==> config.mk <==
export PLATFORM = sky130hd
export DESIGN_NAME = mvpt_queue
export DESIGN_NICKNAME = d
export VERILOG_FILES = /design/src/hw/rtl/mvpt_pkg.sv /design/src/hw/rtl/mvpt_queue.sv
export SDC_FILE = /design/constraint.sdc
export NUM_CORES = 1
export LEC_CHECK = 0
export BUFFER_PORTS_ARGS = -buffer_cell sky130_fd_sc_hd__clkbuf_2
export CAP_MARGIN = 10
export CORE_MARGIN = 2
export CORE_UTILIZATION = 47
export DETAILED_ROUTE_END_ITERATION = 7
export GPL_ROUTABILITY_DRIVEN = 1
export GPL_TIMING_DRIVEN = 0
export PLACE_DENSITY = 0.67
export SLEW_MARGIN = 25
export SYNTH_ARGS = -nofsm -noshare
export SYNTH_HDL_FRONTEND = slang
export SYNTH_SLANG_ARGS = --single-unit
==> constraint.sdc <==
create_clock -name aclk -period 28.7 [get_ports aclk]
set_input_delay 2.87 -clock aclk [delete_from_list [all_inputs] [get_ports aclk]]
set_output_delay 2.87 -clock aclk [all_outputs]
set_load 0.005 [all_outputs]
==> src/hw/rtl/mvpt_pkg.sv <==
// ----------------------------------------------------------------------------
// mvpt_pkg
// Shared types and widths for the move-point-toward-target block.
// ----------------------------------------------------------------------------
package mvpt_pkg;

    localparam int S2_W    = 66;            // exact squared length, 2^-32 units
    localparam int ROOT_W  = 49;            // distance width, Q.32
    localparam int STEP_W  = 51;            // speed * time, 2^-32 units
    localparam int NUM_W   = 32 + STEP_W;   // |d| * step
    localparam int Q_W     = 41;            // quotient bits 40..0
    localparam int SQ_REM_W = ROOT_W + 2;   // sqrt remainder
    localparam int ARR_W   = S2_W + 13;     // 6400 * s2
    localparam int MOVE_W  = Q_W + 1;       // signed move and sum

    typedef struct packed {
        logic signed [31:0] from_x;
        logic signed [31:0] from_y;
        logic signed [31:0] from_z;
        logic signed [31:0] target_x;
        logic signed [31:0] target_y;
        logic signed [31:0] target_z;
        logic [30:0]        move_speed;
        logic [19:0]        elapsed_time;
    } in_item_t;

    typedef struct packed {
        logic signed [31:0] new_x;
        logic signed [31:0] new_y;
        logic signed [31:0] new_z;
        logic               arrived;
    } out_item_t;

    // classified job handed from front to back
    typedef struct packed {
        logic [2:0][31:0]      from;
        logic [2:0]            neg;
        logic [2:0][NUM_W-1:0] num;
        logic [S2_W-1:0]       s2;
        logic                  arrived;
        logic                  still;
    } job_t;

endpackage

==> src/hw/rtl/mvpt_queue.sv <==
// ----------------------------------------------------------------------------
// mvpt_queue
// Four-entry job queue between front and back.
// ----------------------------------------------------------------------------
module mvpt_queue
    import mvpt_pkg::*;
(
    input  logic aclk,
    input  logic aresetn,
    input  logic in_valid,
    output logic in_ready,
    input  job_t in_job,
    output logic out_valid,
    input  logic out_ready,
    output job_t out_job
);

    job_t       mem [4];
    logic [1:0] wr_ptr_reg, rd_ptr_reg;
    logic [2:0] cnt_reg;
    logic       push, pop;

    assign in_ready  = cnt_reg != 3'd4;
    assign out_valid = cnt_reg != 3'd0;
    assign out_job   = mem[rd_ptr_reg];
    assign push      = in_valid && in_ready;
    assign pop       = out_valid && out_ready;

    // storage
    always_ff @(posedge aclk) begin
        if (push) begin
            mem[wr_ptr_reg] <= in_job;
        end
    end

    // pointers and fill count
    always_ff @(posedge aclk) begin
        if (!aresetn) begin
            wr_ptr_reg <= '0;
            rd_ptr_reg <= '0;
            cnt_reg    <= '0;
        end else begin
            if (push) wr_ptr_reg <= wr_ptr_reg + 2'd1;
            if (pop)  rd_ptr_reg <= rd_ptr_reg + 2'd1;
            cnt_reg <= cnt_reg + 3'(push) - 3'(pop);
        end
    end

endmodule

==> results of run 1 <==
==> critical path, delay by kind of cell (launching register included) <==
family | cells | cell delay (ps)
flops | 1 | 330
buf+inv | 4 | 1900
mux | 1 | 390
==> per-layer routing <==
metal,part of all wire,vias to the layer above,wire length [um],GRT usage
met1,0.35,14629,47100,0.233
met3,0.10,239,13400,0.0807
li1,-,11870,-,-
met2,0.52,1079,69400,0.348
met5,0.0023,-,313,0
met4,0.027,46,3600,0.0674
==> worst min path at each step <==
stage	end	depth (start not counted)	slack, ps	startpoint
2_1_floorplan	wr_ptr_reg[1]	2	470	wr_ptr_reg[1]
3_3_place_gp	wr_ptr_reg[0]	2	490	wr_ptr_reg[0]
3_5_place_dp	wr_ptr_reg[1]	2	500	wr_ptr_reg[1]
4_1_cts	wr_ptr_reg[1]	2	510	wr_ptr_reg[1]
5_1_grt	wr_ptr_reg[1]	2	540	wr_ptr_reg[1]
6_report	wr_ptr_reg[1]	2	500	wr_ptr_reg[1]
==> kinds of logic after synthesis <==
group / after synthesis / synth area share
xor gates and xnor gates: 4 / 0.000579
DFF: 1673 / 0.830
AOI/OAI and AO/OA: 3 / 0.000414
muxes: 418 / 0.155
adders and majority gates: 7 / 0.00157
and+or+nand+nor: 17 / 0.00151
buffers and inverters: 98 / 0.0110
==> power breakdown <==
group / leakage [nW] / switching (mW) / total (mW) / internal [mW]
logic: 6.71 / 0.739 / 1.41 / 0.668
clock network: 2.58 / 0.883 / 2.08 / 1.20
registers: 15.3 / 0.0506 / 3.01 / 2.95
total: 24.6 / 1.67 / 6.49 / 4.82
==> layout by cell type (no fill, tap or decap), types with 4 or more instances in the layout <==
cell type  instances
edfxtp_1        1664
clkbuf_2         837
mux4_2           416
clkbuf_16        167
buf_2             44
clkinv_1          44
clkbuf_1          42
buf_16            30
clkinv_2          28
buf_6             27
bufinv_16         14
diode_2           13
buf_4             11
buf_12            10
dfxtp_1            9
ha_1               6
inv_6              6
inv_1              5
nand2_1            5
and2_4             4
xnor2_1            4
==> synth_stat cells, drive strengths merged <==
| cell | instances | share of area |
|---|---|---|
| a21boi | 1 | 0.00012 |
| o31a | 1 | 0.00014 |
| xnor2 | 4 | 0.00058 |
| mux2i | 2 | 0.00033 |
| fa | 1 | 0.00033 |
| nand2 | 5 | 0.00031 |
| buf | 85 | 0.010 |
| clkbuf | 8 | 0.00050 |
| and2 | 7 | 0.00072 |
| edfxtp | 1664 | 0.83 |
| or3 | 1 | 0.00010 |
| o311ai | 1 | 0.00014 |
| dfxtp | 9 | 0.0030 |
| ha | 6 | 0.0012 |
| mux4 | 416 | 0.15 |
| inv | 5 | 0.00031 |
| nor2b | 3 | 0.00031 |
| nor2 | 1 | 0.000062 |
==> cell type report <==
cell class                      instances  area [um^2]
Antenna cell                           13         32.5
Buffer                                 93          649
Clock buffer                          202         4310
Clock inverter                        100          957
Fill cell                            9081        54500
Inverter                                5         18.8
Multi-Input combinational cell        449         9650
Sequential cell                      1673        50100
Tap cell                             1662         2080
Timing Repair Buffer                  876         5210
==> stage by stage <==
stage / util / worst slack (ps)
detailed placement: 0.531 / 22420
floorplan: - / 15180
CTS: 0.573 / 22170
finish: 0.573 / 22400
global placement: 0.523 / 8020
global route: 0.573 / 22190
==> results.md, run 1 <==
- The flow ran to the end, and the final reports show no timing, DRC or antenna violations.
- After layout, the design draws a total of 6.49 mW.
- Using the TritonRoute via totals, the vias-per-cell ratio works out to 5.49.
- Walking the worst path, the cells encountered are buf_2 > clkbuf_1 > buf_2 > mux4_2 > clkbuf_2.
- The final routed wire length divided by cell count is 26.4 um.
- The launching element type of the critical path is a register.
- Buffers inserted during clock tree synthesis total 165.
- Wires add up to 134 mm.
- Pin placement for this block handled 838 I/O pins.
- The remaining global-route overflow is 0.
- Setup repair after global routing left no endpoint under its margin.
- Derived from the worst setup path, the maximum achievable clock frequency is between 150 and 200 MHz.
- The height of the die is about 360 um.
- In this run the worst setup path terminates at out_job[207].
- The number of antenna violations at the first check in global routing was 40.
- In this run the worst path has a maximum fanout of 10.
- The clock tree from TritonCTS is built.
- Clock latency on the worst-skew pair, taken at its later pin, is around 800 ps.
- From synthesis to final layout, the design area changed by 20.8%.
- On the final layout, the worst clock skew is 28.2 ps.
- After the last flow step, the layout net total stands at 3690.
- The finished layout holds 5073 standard cells, fillers aside.
- For this run, design rule violations remaining after detail routing come to 0.
- IR analysis of the VDD net gives a maximum drop of 0.0602 mV.
- The endpoint of the worst register-to-register path is mem[1][280].
- The number of endpoints failing setup at the final stage is 0.
- Summed over all cells, the static leakage comes to ~25 nW.
- The CTS H-tree depth is 4.
- The count of buffers from port buffering is approximately 840.
- The total of hold buffers inserted after clock tree synthesis is 0.
- The overall die width is 363 um.
- The first global-routing pass estimated 194 mm of wire.
- The congestion estimate from routability-driven global placement came to 0.780.
- The CTS clock-pin slew for the worst setup and hold paths is 60 ps.
- The floorplan core area is 0.128 mm^2.
- The post-detailed-placement cell area is 0.0678 mm^2.
- For this block, the initial DRC count from the detailed router was 2410.
- With fillers left out, the area of the finished cells amounts to 0.0731 mm^2.
- The count of unique library cells instantiated by Yosys is 21.
- Headroom to the max-slew limit came out at 0.374.
- The register area share after synthesis is 0.830.
- The standard-cell row count is around 130.
- The sink count of the clock tree is 1673.
- The mapped cell area is approximately 0.060 mm^2.
- Detailed placement ended at an HPWL of 92.0 mm.
- The type of the worst setup path is register to primary output.
- The final number of hold-violating endpoints is 0.
- Across every metal layer, demand over resource in global routing totals 0.203.
- Of the cells placed in the final design, the portion with a size suffix greater than 1 is 0.471.
- After detailed placement, the design holds a cell count of 4758.
- For the worst flop-to-flop path, the logic depth is 8.
- In this run the power density over the cells is 88.9 mW/mm^2.
- The category of the worst setup path capture point is a primary output.
- In the final timing run, aggregate negative setup slack is 0 ps.
- Across all register-to-register paths, the minimum setup slack is 25030 ps.
- For the worst setup path, the data arrival time is 3430 ps.
- The number of pins exceeding their max-slew limit in the final report is 0.
- In the finished design, the share of the clock period the worst path needs comes to 0.219.
- The flip-flop count of the largest register, all copies and words added is roughly 1700.
- The die covers roughly 0.13 mm^2.
- The number of max-capacitance violations reported is 0.
- The via count is between 20000 and 30000.
- After layout, the minimum clock period comes to 6300 ps.
- Yosys printed 0 warnings.
- The largest buffer count on any clock path is 3.
- The post-synthesis cell count is 2220.
- The number of buffers added for setup after CTS is 0.
- The number of nets produced by synthesis is between 2000 and 3000.
- STA puts the critical path data required time at 25830 ps.
- The synthesized design contains 1673 register bits.
- The residual antenna-violating net count after detailed routing is 0.
- The largest single stage delay on the critical path is 760 ps.
- The actual transition at the worst max-transition pin is 938 ps.
- The slowest cell on the critical path is clkbuf_1.
- The kind of path behind the tightest hold check is register to register.
- The number of gates resized after CTS is 0.
- Dividing the synthesized area by the synthesized cell count gives 27.2 um^2.
- The worst slack on hold paths is a little over 500 ps.
- The startpoint of the worst-slack reg-to-reg timing path is cnt_reg[1].
- The root buffer cell chosen for the clock tree is clkbuf_16.
- The number of global-route vias before repair is 29494.
- The initial utilization of the core area, before any placement, comes to 0.474.
- The length of the first detailed-routing pass in iterations is 8.
- The most used cell along the critical path is buf_2.
- Entering global routing, the biggest net connects 47 pins.
(Power assumes the default switching activity.)
==> run 2: changes to the inputs <==
- ABC_AREA: default -> 1
- PLACE_DENSITY: 0.67 -> 0.7
- clock period: 28.7 -> 5.4 ns (I/O delays scaled with it)
==> results.md, run 2 <==
- The residual antenna-violating net count after detailed routing is 0 (unchanged).
- By area the synthesized netlist is led by edfxtp_1, o21ai_0, nor2_1.
- The worst slew margin relative to its limit was 0.352 (-0.0223).
- The number of buffers added for setup after CTS is 0 (unchanged).
- The average footprint of a synthesized cell is 15.1 um^2 (-44%).
- The startpoint identified for the worst register-to-register timing path is cnt_reg[1].
- The final number of hold-violating endpoints is 0 (unchanged).
- The number of max-capacitance violations reported is 0 (unchanged).
- The all-layer global routing usage is 0.260 (+0.0569).
- Setup repair after global routing left no endpoint under its margin.
- The number of nets produced by synthesis is 4515 (+71%).
- The remaining global-route overflow is 0 (unchanged).
- Based on the critical path, the design can be clocked at up to 253 MHz.
- The most used flip-flop cell after synthesis is edfxtp_1.
- The leakage power is 28.4 nW (+16%).
- The share of flip-flops with an asynchronous set or reset after synthesis is 0 (unchanged).
- The clock tree from TritonCTS is built.
- The first-pass GRT wire length is 263 mm (+35%).
- The biggest area consumer among synthesized cells is edfxtp_1.
- The most numerous cell type found on the critical path is clkbuf_1.
- Among all cell types in the netlist, the one instantiated most often is edfxtp_1.
- The number of buffers and inverters on the critical path is 4 (unchanged).
- The design area came to 0.0805 mm^2 (+10%).
- The power per cell area is 456 mW/mm^2 (+410%).
- The family of cells with the greatest summed delay on the critical path is buffers and inverters.
- The overall die width is 367 um (+1.1%).
- The count of unique library cells instantiated by Yosys is 20 (-4.8%).
- The clock tree skew after final layout was 31.9 ps (+3.74 ps).
- The post-detailed-placement cell area is 0.0708 mm^2 (+4.5%).
- The violation count after the first detailed-route iteration is 4765 (+98%).
- The number of design rule violations left after detail routing is 0 (unchanged).
- The wire length reported by the detailed router is 179 mm (+34%).
- In this run the most critical hold path is launched from in_valid.
- The maximum number of pins on one net before global-route repair came to 24 (-49%).
- The number of antenna violations at the first check in global routing is 27 (-33%).
- The height of the die is 367 um (+1.1%).
- The number of flops mapped to enable cells by yosys is 1664 (unchanged).
- The later-pin clock latency in the skew report came to 830 ps (+20 ps).
- The signed area change from the synthesized netlist to the final layout is 30.2%.
- For hold timing, the worst endpoint is wr_ptr_reg[0].
- The final-layout fill cell count is 9310 (+2.5%).
- Subtracting the final worst setup slack from the clock period gives 3950 ps.
- Among all stages on the critical path, the largest delay is contributed by clkbuf_1.
- The commonest cells after synthesis are edfxtp_1, nor2_1, o21ai_0.
- The post-synthesis cell count is 4088 (+84%).
- The sum of internal, switching and leakage power is 36.7 mW (+470%).
- The via count is 42346 (+52%).
- The half-perimeter wire length of the detailed placement result is 118 mm (+29%).
- The number of global-route vias before repair is 41910 (+42%).
- The fraction of synthesized cell area taken by the top area cell type is 0.808 (-0.0186).
- The worst vdd rail ir drop is 0.386 mV (+540%).
- The total negative slack for setup checks is 0 ps (unchanged).
- The number of pins exceeding their max-slew limit in the final report came to 0 (unchanged).
- The most common library cell in the layout ignoring fill and taps is edfxtp_1.
- The length of the first detailed-routing pass in iterations is 6 (-2).
- The clock tree root driver cell is clkbuf_16.
- The top fanout value on the critical path is 10 (unchanged).
- The CTS H-tree depth is 4 (unchanged).
- The final critical-path share of the clock period is 0.732.
- The required time of the critical path is 4860 ps (-20970 ps).
- The fraction of layout cells with a size suffix above 1 is 0.218 (-0.254).
- In the layout the commonest cells are edfxtp_1, nor2_1, clkbuf_2.
- In this run the critical register-to-register path is captured at mem[0][229].
- The register area share after synthesis is 0.811 (-0.0186).
- The number of warning messages in the yosys log is 0 (unchanged).
- The post-layout utilization of the core was 0.615 (+0.0418).
- The path depth of the worst reg2reg path is 10 (+2).
- The CTS clock-pin slew for the worst setup and hold paths is 60 ps (about the same).
- The worst setup path is of the register to primary output kind.
- The mapped cell area is 0.0618 mm^2 (+2.3%).
- The flow ran to the end, and the final reports show no timing, DRC or antenna violations.
- The data arrival time of the critical path is 3410 ps (-20 ps).
- The count of cells along the worst hold path is 3 (+1).
- The initial core utilization came to 0.472 (-0.00186).
- The worst slack on hold paths was 131 ps (-372 ps).
- The number of endpoints failing setup at the final stage is 0 (unchanged).
- The number of ports placed on the die boundary was 838 (unchanged).
- The critical path goes through buf_6 > clkbuf_1 > clkbuf_1 > o21ai_0 > o22ai_1 > clkbuf_2.
- The actual transition at the worst max-transition pin came to 972 ps (+33.5 ps).
- The flip-flop and latch count after synthesis is 1673 (unchanged).
- The routability congestion estimate is 0.816 (+4.5%).
- The category of the worst setup path capture point is a primary output.
- The final routed wire length divided by cell count came to 23.8 um (-9.9%).
- The detailed-route vias per instance came to 5.61 (+2.2%).
- The sink count of the clock tree is 1673 (unchanged).
- The launching element type of the critical path is a register.
- The maximum cell stage delay along the critical path is 740 ps (-20 ps).
- The reg-to-reg setup timing slack is 2660 ps (-22370 ps).
- The largest buffer count on any clock path is 3 (unchanged).
- The number of nets at the end of the flow came to 6038 (+64%).
- The area of the die came to 0.134 mm^2 (+2.3%).
- The kind of path behind the tightest hold check is input port to register.
- The flip-flop count of the largest register, all copies and words added is 1664 (unchanged).
- The count of buffers from port buffering was 837 (+0.12%).
- The floorplan core area is 0.131 mm^2 (+2.7%).
- The TritonCTS buffer count came to 166 (+0.61%).
- The standard-cell row count was 133 (+1.5%).
## run 2: cell count changes after synthesis, sizes merged, moves of 4 or more
cell / before / now
o22ai: 0 / 416
nand2: 5 / 13
inv: 5 / 16
buf: 85 / 81
mux4: 416 / 0
a21oi: 0 / 4
o21ai: 0 / 833
and2: 7 / 0
clkbuf: 8 / 196
xnor2: 4 / 0
nor2: 1 / 844
## run 2: what timing repair did
item / 4_1_cts / 5_1_grt
gates resized for setup: 0 / 0
hold buffers: 418 / 0
setup endpoints to repair: 0 / 0
endpoints found under the hold margin: 1672 / 0
## run 2: kinds of logic (layout without fill, tap and decap cells)
kind of cell / after synthesis / in the layout / share of synthesized area
compound gates: 1255 / 1255 / 0.110
fa+ha+maj: 7 / 7 / 0.00154
buf+inv: 293 / 1960 / 0.0252
flops: 1673 / 1673 / 0.811
other cells: 0 / 32 / 0
simple gates: 860 / 860 / 0.0523
## run 2: routing by layer
layer  vias to the layer above  share of wire  global-route usage
li1                      18736              -                   -
met1                     20861           0.37               0.321
met2                      2281           0.49               0.428
met3                       464          0.091              0.0635
met4                         4          0.053               0.132
met5                         -        0.00012                   0
## run 2: where the power goes
group / total, mW / internal (mW) / switching, mW
registers: 16.1 / 15.8 / 0.280
clock network: 11.5 / 6.49 / 4.97
logic: 9.18 / 3.19 / 5.99
total: 36.7 / 25.5 / 11.2
## run 2: worst max path at each step
stage	slack, ps	depth (start not counted)	startpoint	endpoint
after global routing	1320	6	register	out_job[282]
after detailed placement	2250	6	register	out_job[282]
final	1450	6	register	out_job[282]
after global placement	-6770	3	in_valid	mem[3][102]
after floorplan	-1780	2	in_valid	mem[0][0]
after CTS	1340	6	register	out_job[282]
## run 2: layout make-up
class | count | area (um^2) | share of cell area
clock inverter | 111 | 1160 | 0.0145
buffer | 277 | 1500 | 0.0186
multi-input combinational | 2122 | 10200 | 0.127
sequential | 1673 | 50200 | 0.623
timing repair buffer | 1355 | 10900 | 0.135
antenna | 32 | 80.1 | 0.000995
tap | 1755 | 2200 | 0.0273
clock buffer | 201 | 4290 | 0.0532
inverter | 16 | 62.6 | 0.000777
## run 2: worst min-delay path, delay by kind of cell
kind                   cells  cell delay, ps
AOI/OAI and AO/OA          1              90
buffers and inverters      1             170
and+or+nand+nor            1              90
## run 2: stage by stage
| step | setup slack [ps] | std cells |
|---|---|---|
| 4_1_cts | 1340 | 7510 |
| 3_3_place_gp | -6770 | 6680 |
| 2_1_floorplan | -1780 | 4088 |
| 3_5_place_dp | 2250 | 6780 |
| 5_1_grt | 1320 | 7531 |
| 6_report | 1450 | 7542 |
